--- config.mk ---
export PLATFORM = sky130hd
export DESIGN_NAME = bsc_search_ctrl
export DESIGN_NICKNAME = d
export VERILOG_FILES = /design/src/bsc_pkg.sv /design/src/bsc_search_ctrl.sv
export SDC_FILE = /design/constraint.sdc
export NUM_CORES = 1
export LEC_CHECK = 0
export ABC_AREA = 0
export CAP_MARGIN = 25
export CORE_UTILIZATION = 38
export CTS_BUF_LIST = sky130_fd_sc_hd__clkbuf_4 sky130_fd_sc_hd__clkbuf_8
export CTS_CLUSTER_SIZE = 10
export DETAILED_ROUTE_END_ITERATION = 8
export DONT_BUFFER_PORTS = 1
export GPL_ROUTABILITY_DRIVEN = 0
export MAX_ROUTING_LAYER = met4
export PLACE_DENSITY = 0.5
export REMOVE_ABC_BUFFERS = 1
export SYNTH_ARGS = -nofsm -noshare
export SYNTH_HDL_FRONTEND = slang
export SYNTH_SLANG_ARGS = --single-unit
--- constraint.sdc ---
create_clock -name clk -period 3.6 [get_ports clk]
set_input_delay 0.18 -clock clk [delete_from_list [all_inputs] [get_ports clk]]
set_output_delay 0.18 -clock clk [all_outputs]
set_load 0.01 [all_outputs]
--- src/bsc_pkg.sv ---
// Shared types and constants for the binary search counter.
// Holds request/response payload structs, table memory port struct and size constants.
// No dependencies.
package bsc_pkg;

    // Table geometry
    localparam int TABLE_DEPTH = 1024;
    localparam int ADDR_W      = 10;
    localparam int VALUE_W     = 32;
    localparam int COUNT_W     = 11;
    localparam int PROBE_W     = 4;
    localparam int PADDR_W     = 3;

    // Largest number of probes a search can make over the full table
    localparam logic [PROBE_W-1:0] PROBE_MAX = 4'd11;

    // Clamp value for the entry count
    localparam logic [COUNT_W-1:0] DEPTH_COUNT = 11'(TABLE_DEPTH);

    // Request function codes
    localparam logic FUNC_WRITE  = 1'b0;
    localparam logic FUNC_SEARCH = 1'b1;

    // Register index of entry_count
    localparam logic REG_ENTRY_COUNT = 1'b0;

    typedef struct packed {
        logic                      func;
        logic [ADDR_W-1:0]         entry_index;
        logic signed [VALUE_W-1:0] item_value;
    } req_data_t;

    typedef struct packed {
        logic               found;
        logic [PROBE_W-1:0] probe_count;
    } rsp_data_t;

    // Table memory port from the search control
    typedef struct packed {
        logic               wr_en;
        logic               rd_en;
        logic [ADDR_W-1:0]  addr;
        logic [VALUE_W-1:0] wdata;
    } ram_req_t;

endpackage

--- src/bsc_search_ctrl.sv ---
// Request handling and halving search sequencer with response register.
// Drives the table memory through bsc_pkg::ram_req_t; depends on bsc_pkg.
module bsc_search_ctrl (
    input  logic                        clk,
    input  logic                        rst_n,
    input  logic                        req_valid,
    output logic                        req_stall,
    input  bsc_pkg::req_data_t          req_data,
    output logic                        rsp_valid,
    input  logic                        rsp_stall,
    output bsc_pkg::rsp_data_t          rsp_data,
    input  logic [bsc_pkg::COUNT_W-1:0] entry_count,
    output bsc_pkg::ram_req_t           ram_req,
    input  logic [bsc_pkg::VALUE_W-1:0] ram_rdata
);

    typedef enum logic [3:0] {
        ST_IDLE   = 4'b0001,
        ST_PROBE  = 4'b0010,
        ST_CMP    = 4'b0100,
        ST_FINISH = 4'b1000
    } state_t;

    state_t                             state_reg, state_next;
    logic [bsc_pkg::COUNT_W-1:0]        left_reg, left_next;
    logic [bsc_pkg::ADDR_W-1:0]         right_reg, right_next;
    logic [bsc_pkg::ADDR_W-1:0]         mid_reg, mid_next;
    logic [bsc_pkg::PROBE_W-1:0]        probes_reg, probes_next;
    logic                               hit_reg, hit_next;
    logic signed [bsc_pkg::VALUE_W-1:0] key_reg, key_next;
    logic                               rsp_valid_reg, rsp_valid_next;
    bsc_pkg::rsp_data_t                 rsp_data_reg, rsp_data_next;

    logic                        req_take;
    logic [bsc_pkg::COUNT_W-1:0] count_clamped;
    logic [bsc_pkg::COUNT_W-1:0] mid_sum;
    logic [bsc_pkg::ADDR_W-1:0]  mid_probe;
    logic [bsc_pkg::COUNT_W-1:0] mid_inc;
    logic signed [bsc_pkg::VALUE_W-1:0] entry_val;
    logic                        slot_free;

    assign req_stall = (state_reg != ST_IDLE);
    assign req_take  = req_valid && !req_stall;
    assign slot_free = !rsp_valid_reg || !rsp_stall;

    // Clamp the entry count to the table depth
    assign count_clamped = (entry_count > bsc_pkg::DEPTH_COUNT) ? bsc_pkg::DEPTH_COUNT
                                                                 : entry_count;

    // Midpoint of the live interval; left stays within address range while probing
    assign mid_sum   = {1'b0, left_reg[bsc_pkg::ADDR_W-1:0]} + {1'b0, right_reg};
    assign mid_probe = mid_sum[bsc_pkg::COUNT_W-1:1];
    assign mid_inc   = {1'b0, mid_reg} + 11'd1;
    assign entry_val = $signed(ram_rdata);

    // Drive the table port: writes from idle, reads when probing
    always_comb
    begin
        ram_req.wr_en = req_take && (req_data.func == bsc_pkg::FUNC_WRITE);
        ram_req.rd_en = (state_reg == ST_PROBE);
        ram_req.addr  = (state_reg == ST_PROBE) ? mid_probe : req_data.entry_index;
        ram_req.wdata = req_data.item_value;
    end

    // Sequence the search
    always_comb
    begin
        state_next     = state_reg;
        left_next      = left_reg;
        right_next     = right_reg;
        mid_next       = mid_reg;
        probes_next    = probes_reg;
        hit_next       = hit_reg;
        key_next       = key_reg;
        rsp_valid_next = rsp_valid_reg && rsp_stall;
        rsp_data_next  = rsp_data_reg;

        unique case (state_reg)
            ST_IDLE:
            begin
                if (req_take && (req_data.func == bsc_pkg::FUNC_SEARCH))
                begin
                    key_next    = req_data.item_value;
                    probes_next = '0;
                    hit_next    = 1'b0;
                    left_next   = '0;
                    if (count_clamped == '0)
                    begin
                        state_next = ST_FINISH;
                    end
                    else
                    begin
                        right_next = 10'(count_clamped - 11'd1);
                        state_next = ST_PROBE;
                    end
                end
            end
            ST_PROBE:
            begin
                mid_next   = mid_probe;
                state_next = ST_CMP;
            end
            ST_CMP:
            begin
                probes_next = probes_reg + 4'd1;
                if (entry_val == key_reg)
                begin
                    hit_next   = 1'b1;
                    state_next = ST_FINISH;
                end
                else if (entry_val < key_reg)
                begin
                    left_next  = mid_inc;
                    state_next = (mid_inc > {1'b0, right_reg}) ? ST_FINISH : ST_PROBE;
                end
                else
                begin
                    // Stop below entry 0 or when the interval empties
                    if (mid_reg == '0 || left_reg[bsc_pkg::ADDR_W-1:0] == mid_reg)
                    begin
                        state_next = ST_FINISH;
                    end
                    else
                    begin
                        right_next = mid_reg - 10'd1;
                        state_next = ST_PROBE;
                    end
                end
            end
            ST_FINISH:
            begin
                if (slot_free)
                begin
                    rsp_valid_next            = 1'b1;
                    rsp_data_next.found       = hit_reg;
                    rsp_data_next.probe_count = hit_reg ? probes_reg : '0;
                    state_next                = ST_IDLE;
                end
            end
            default:
            begin
                state_next = ST_IDLE;
            end
        endcase
    end

    // Control state
    always_ff @(posedge clk or negedge rst_n)
    begin
        if (!rst_n)
        begin
            state_reg     <= ST_IDLE;
            rsp_valid_reg <= 1'b0;
        end
        else
        begin
            state_reg     <= state_next;
            rsp_valid_reg <= rsp_valid_next;
        end
    end

    // Search payload
    always_ff @(posedge clk)
    begin
        left_reg     <= left_next;
        right_reg    <= right_next;
        mid_reg      <= mid_next;
        probes_reg   <= probes_next;
        hit_reg      <= hit_next;
        key_reg      <= key_next;
        rsp_data_reg <= rsp_data_next;
    end

    assign rsp_valid = rsp_valid_reg;
    assign rsp_data  = rsp_data_reg;

    // A compare always follows the probe that read its entry
    a_cmp_after_probe: assert property (@(posedge clk) disable iff (!rst_n)
        state_reg == ST_CMP |-> $past(state_reg) == ST_PROBE)
        else $error("compare without a preceding probe read");

    // Interval is never empty while a probe is issued
    a_probe_interval: assert property (@(posedge clk) disable iff (!rst_n)
        state_reg == ST_PROBE |-> left_reg <= {1'b0, right_reg})
        else $error("probe issued on an empty interval");

    // Halving bounds the probe count
    a_probe_bound: assert property (@(posedge clk) disable iff (!rst_n)
        state_reg == ST_CMP |-> probes_reg < bsc_pkg::PROBE_MAX)
        else $error("probe count beyond the halving bound");

    // A miss reports no probes
    a_miss_zero: assert property (@(posedge clk) disable iff (!rst_n)
        rsp_valid_reg && !rsp_data_reg.found |-> rsp_data_reg.probe_count == '0)
        else $error("miss carries a nonzero probe count");

    // Table writes happen only in idle, never alongside a search read
    a_write_idle: assert property (@(posedge clk) disable iff (!rst_n)
        ram_req.wr_en |-> !ram_req.rd_en && state_reg == ST_IDLE)
        else $error("table write overlaps a search read");

endmodule
Yosys cells after proc, flatten, opt, wreduce, memory -nomap -nowiden
Cells that the tools add are included.
{"block": "word_totals", "ff_bits": 77, "latchBits": 0, "ramBits": 0, "mem_bits_ro": 0, "output_inout_bits": 51, "elab_cells": 80, "mem_count": 0}
{"block": "op_classes", "n_addsub": 5, "mul": 0, "div_mod_pow": 0, "magnitude_cmp": 3, "n_eq_ne": 15, "shift": 0, "n_mux": 27, "n_bitwise": 1, "reduce_logical": 19}
{"cell": "10-bit 2-to-1 mux", "n": 9}
{"cell": "10-bit one-hot mux with 2 select lines", "n": 2}
{"cell": "32-bit equality test", "n": 1}
{"cell": "32-bit less-than comparator", "n": 1}
{"cell": "4-bit 2-to-1 mux", "n": 8}
{"cell": "10-bit by 1-bit subtractor with 10-bit output, second input constant", "n": 2}
{"cell": "2-bit != test, second input constant", "n": 8}
{"cell": "4-bit one-hot mux with 4 select lines", "n": 1}
{"cell": "10-bit by 1-bit adder with 11-bit output, second input constant", "n": 1}
{"cell": "10-bit by 10-bit adder with 11-bit output", "n": 1}
{"cell": "11-bit by 10-bit > comparator with 1-bit output", "n": 1}
{"cell": "11-bit > comparator, second input constant", "n": 1}
{"cell": "11-bit logical NOT", "n": 1}
{"cell": "11-bit 2-to-1 mux", "n": 1}
{"cell": "10-bit equality test", "n": 1}
{"cell": "10-bit logical NOT", "n": 1}
{"cell": "4-bit one-hot mux with 2 select lines", "n": 1}
{"cell": "2-bit AND reduction", "n": 4}
{"cell": "6-bit AND reduction", "n": 1}
{"cell": "4-bit by 1-bit adder with 4-bit output, second input constant", "n": 1}
{"cell": "4-bit by 1-bit equality test with 1-bit output, second input constant", "n": 1}
{"cell": "4-bit by 2-bit equality test with 1-bit output, second input constant", "n": 1}
{"cell": "4-bit by 3-bit equality test with 1-bit output, second input constant", "n": 1}
{"cell": "4-bit equality test, second input constant", "n": 1}
{"cell": "10 further kinds", "n": 19}

Logic depth before layout (Yosys ltp)
{"block": "logic_depth", "ltp_word": 6, "depth_mapped": 13}

Worst setup path before layout
Ideal clock, no wire load.
{"block": "synth_path", "path_kind": "reg-to-reg", "startpoint": "register key_reg[13] (netlist bit)", "endpoint": "register left_reg[0] (netlist bit), enable pin", "t_arrival_ns": 2.629, "required_ns": 3.209, "path_slack_ns": 0.580, "path_stages_with_launch": 10, "synth_period_minus_slack_ns": 3.020, "cell_sequence": "edfxtp_1 > inv_1 > ha_1 > nand4_1 > nor4_1 > a21boi_1 > o41ai_1 > nor3b_1 > nor2_1 > o21ai_0"}
{"block": "synth_between", "elab_chain_cells": 3, "word_cells_on_any_way": 5, "cone_classes": "order compare: 1; eq/ne: 3; reduce/logical: 1"}
{"element": "start: declaration", "line": "bsc_search_ctrl.sv:30", "text": "logic signed [bsc_pkg::VALUE_W-1:0] key_reg, key_next;"}
{"element": "start signal: assignment", "line": "bsc_search_ctrl.sv:170", "text": "key_reg <= key_next;"}
{"element": "32-bit less-than comparator or 32-bit equality test (tied branches)", "line": "bsc_search_ctrl.sv:111, bsc_search_ctrl.sv:106"}
{"element": "2-bit != test (no source line)"}
{"element": "4-bit AND reduction (no source line) *"}
{"element": "end signal: assignment", "line": "bsc_search_ctrl.sv:165", "text": "left_reg <= left_next;"}
{"element": "end: declaration", "line": "bsc_search_ctrl.sv:25", "text": "logic [bsc_pkg::COUNT_W-1:0] left_reg, left_next;"}
Every way passes the cells marked *; elsewhere a longest branch is shown, timed or not.
A chain may end at the register's enable or synchronous reset.

Worst setup path after layout
{"block": "layout_path", "startpoint": "register key_reg[15] (netlist bit)", "endpoint": "register right_reg[8] (netlist bit), enable pin"}
{"block": "layout_between", "elab_chain_cells": 3, "word_cells_on_any_way": 5, "cone_classes": "order compare: 1; eq/ne: 3; reduce/logical: 1"}
{"element": "32-bit less-than comparator or 32-bit equality test (tied branches)", "line": "bsc_search_ctrl.sv:111, bsc_search_ctrl.sv:106"}
{"element": "2-bit != test (no source line)"}
{"element": "6-bit AND reduction (no source line) *"}
{"element": "end signal: assignment", "line": "bsc_search_ctrl.sv:166", "text": "right_reg <= right_next;"}
{"element": "end: declaration", "line": "bsc_search_ctrl.sv:26", "text": "logic [bsc_pkg::ADDR_W-1:0] right_reg, right_next;"}
Marks and branches as above.

==> results.cfg <==
[cells_and_area]
fin_nets = 639
fin_util_pct = 42.8
largest_register_ffs = 32
antennaDiodeCount = 0
syn_to_final_growth_pct = 10.3
drive_above_1_share_pct = 7.24

[clocking]
htreeDepth = 3
cts-resized-gates = 0
cts.clk_slew.worst_paths_ns = 0.08
clock_tree.root_cell = clkbuf_8
clockBufferDepth = 2
clock_latency_ns = 0.37
cts_setup_buffers = 0
clkSinkCount = 77
cts_tree = yes
cts_hold_buf = 34
numCtsBuffers = 9

[critical_path]
end_kind = register
startpoint_type = register
r2r-start = key_reg[15]
worstPathArrival_ns = 3.09
path_class = reg2reg
required_ns = 3.67
worstReg2RegEnd = right_reg[8]
crit_path_max_fanout = 10
r2r_slack_ns = 0.58
reg2reg_depth = 10

[sta]
slew_viol_final = 0
maxSlewHeadroom_pct = 43.8
grt_setup_unrepaired = no
worst-slew-pin-transition_ns = 0.842
fin_skew_ns = 0.0116
hold_viol_final = 0
tns_ns = 0
fmax_mhz = 331
period_share_pct = 83.8
period_needed_ns = 3.02
setup_viol = 0

[power_and_ir_drop]
clkPwrFrac_pct = 34.6
switching_share_pct = 25.5
p_switching_uw = 546
seq_power_share_pct = 49.7
p_per_area_nw_per_um2 = 380
p_int_uw = 1600
p_comb_share_pct = 15.7
vdd_ir_drop_max_mv = 0.203
power.leakage_uw = 0.00233

[logic_synthesis]
yosys.area.top_type = edfxtp_1
yosys_register_bits = 77
ys.warnings.count = 0
synth.most_common_cell = edfxtp_1
synthTopCellsByArea = edfxtp_1 (42%), ha_1 (14%), buf_4 (4.7%)
synth_top_cell_area_share_pct = 42.2
ys_seq_area_share_pct = 44.7
synth_ff_type = edfxtp_1
synth_area_sq_um = 5120
ys_types = 53
synth_common_cells = edfxtp_1 (72), ha_1 (56), inv_1 (55)
postSynth.asyncResetShare_pct = 6.49
netlist_instances = 487
avgSynthCellArea_sq_um = 10.5
synth_edf_count = 72

[global_routing]
antenna_found_initial = 0
grt_start_max_net_pins = 21
grt_pass1_wl_mm = 17.2
grt_pass1_vias = 3366
grt_use_total_pct = 16.7
grt-ovfl-total = 0

[drt]
vias = 3436
vias_per_cell = 5.11
drtIter0Drc = 141
drt-wirelength-per-cell_um = 16.1
route.detailed.drc = 0
ant_nets = 0
dr.pass1.iters = 4
routed_wl_mm = 10.8

[placed_design]
port_buffers = 0
dp_hpwl_mm = 8.53

[floorplan]
rows = 42
core-area_sq_um = 13200
die_area_sq_um = 13900
die_h_um = 118
ios = 141
die_w_um = 118
start_util_pct = 38.8

[job]
maxCapViolCount = 0

[status]
status = complete, no violations

[worst_hold_path]
hold_path.class = in2async
-- how the worst max path moves through the flow --
stage	slack [ns]	end	cells after the start	startpoint
after global placement	0.74	right_reg[9]	9	key_reg[31]
after floorplan	0.58	left_reg[0]	9	key_reg[13]
after CTS	0.57	right_reg[9]	10	key_reg[15]
after global routing	0.32	right_reg[1]	10	key_reg[15]
final	0.58	right_reg[8]	10	key_reg[15]
after detailed placement	0.59	right_reg[9]	10	key_reg[15]
-- metrics by stage --
stage | setup slack (ns) | area, sq um | hold WS (ns) | instances | power, uW
after CTS | 0.567 | 5640 | 0.0878 | 673 | 2170
final | 0.582 | 5640 | 0.0977 | 673 | 2140
after global routing | 0.318 | 5640 | 0.0930 | 673 | 2240
after floorplan | 0.580 | 4820 | -0.116 | 441 | 1310
after detailed placement | 0.587 | 5080 | -0.115 | 623 | 1390
after global placement | 0.743 | 5080 | -0.115 | 623 | 1390
-- cell families after synthesis --
family	share of synthesized area (%)
compound gates	8.68
xor+xnor	5.99
fa+ha+maj	14.1
buf+inv	10.0
flops	44.7
mux	2.40
simple gates	14.1
-- worst max-delay path, stage by stage, from the launching register on --
cell and delay [ns]:
edfxtp_1 0.33, inv_1 0.04, ha_1 0.30, nand4_1 0.15, nor4_1 0.52, a21boi_1 0.22, o41ai_1 0.13, nor3b_1 0.22
nor4_1 0.39, a2bb2oi_1 0.18, buf_4 0.22
-- metal layers --
metal	routed length (um)	global-route usage [%]	vias up	part of all wire, %
li1	-	-	1710	-
met1	5180	22.2	1607	48
met2	4900	24.3	95	45
met3	488	3.20	24	4.5
met4	279	8.33	0	2.6
met5	0	-	-	0
-- power by group through the flow --
stage	clock network, uW	logic [uW]	registers [uW]
2_1_floorplan	0	234	1080
3_3_place_gp	0	301	1090
3_5_place_dp	0	306	1090
4_1_cts	765	340	1070
5_1_grt	792	380	1070
6_report	743	336	1070
-- cell usage in the layout, fill, tap and decap left out, types with 2 or more instances in the layout --
cell type	instances
a211oi_1	2
a21o_1	5
a21oi_1	31
a22oi_1	4
and2_1	16
and3_1	3
and4_1	3
buf_4	6
bufinv_16	2
clkbuf_4	2
clkbuf_8	9
clkinvlp_4	2
dfrtp_1	4
dlygate4sd3_1	34
edfxtp_1	72
ha_1	56
inv_1	55
mux2_2	6
mux2i_4	2
nand2_1	24
nand3_1	17
nand3b_1	2
nand4_1	11
nor2_1	23
nor2b_1	7
nor3_1	10
nor3b_1	4
nor4_1	6
nor4b_1	2
o21a_1	2
o21ai_0	14
o311ai_1	2
o31ai_1	2
o41ai_1	2
xnor2_1	17
xor2_1	18
-- final cells by class --
cell class,instances,area [sq um]
inverters,56,210
repair buffers,40,385
well taps,176,220
clock buffers,11,139
multi-input cells,308,2320
flip-flops and latches,77,2290
clock inverters,5,83.8
fillers,1256,7550
Power figures use the tool's default switching activity.
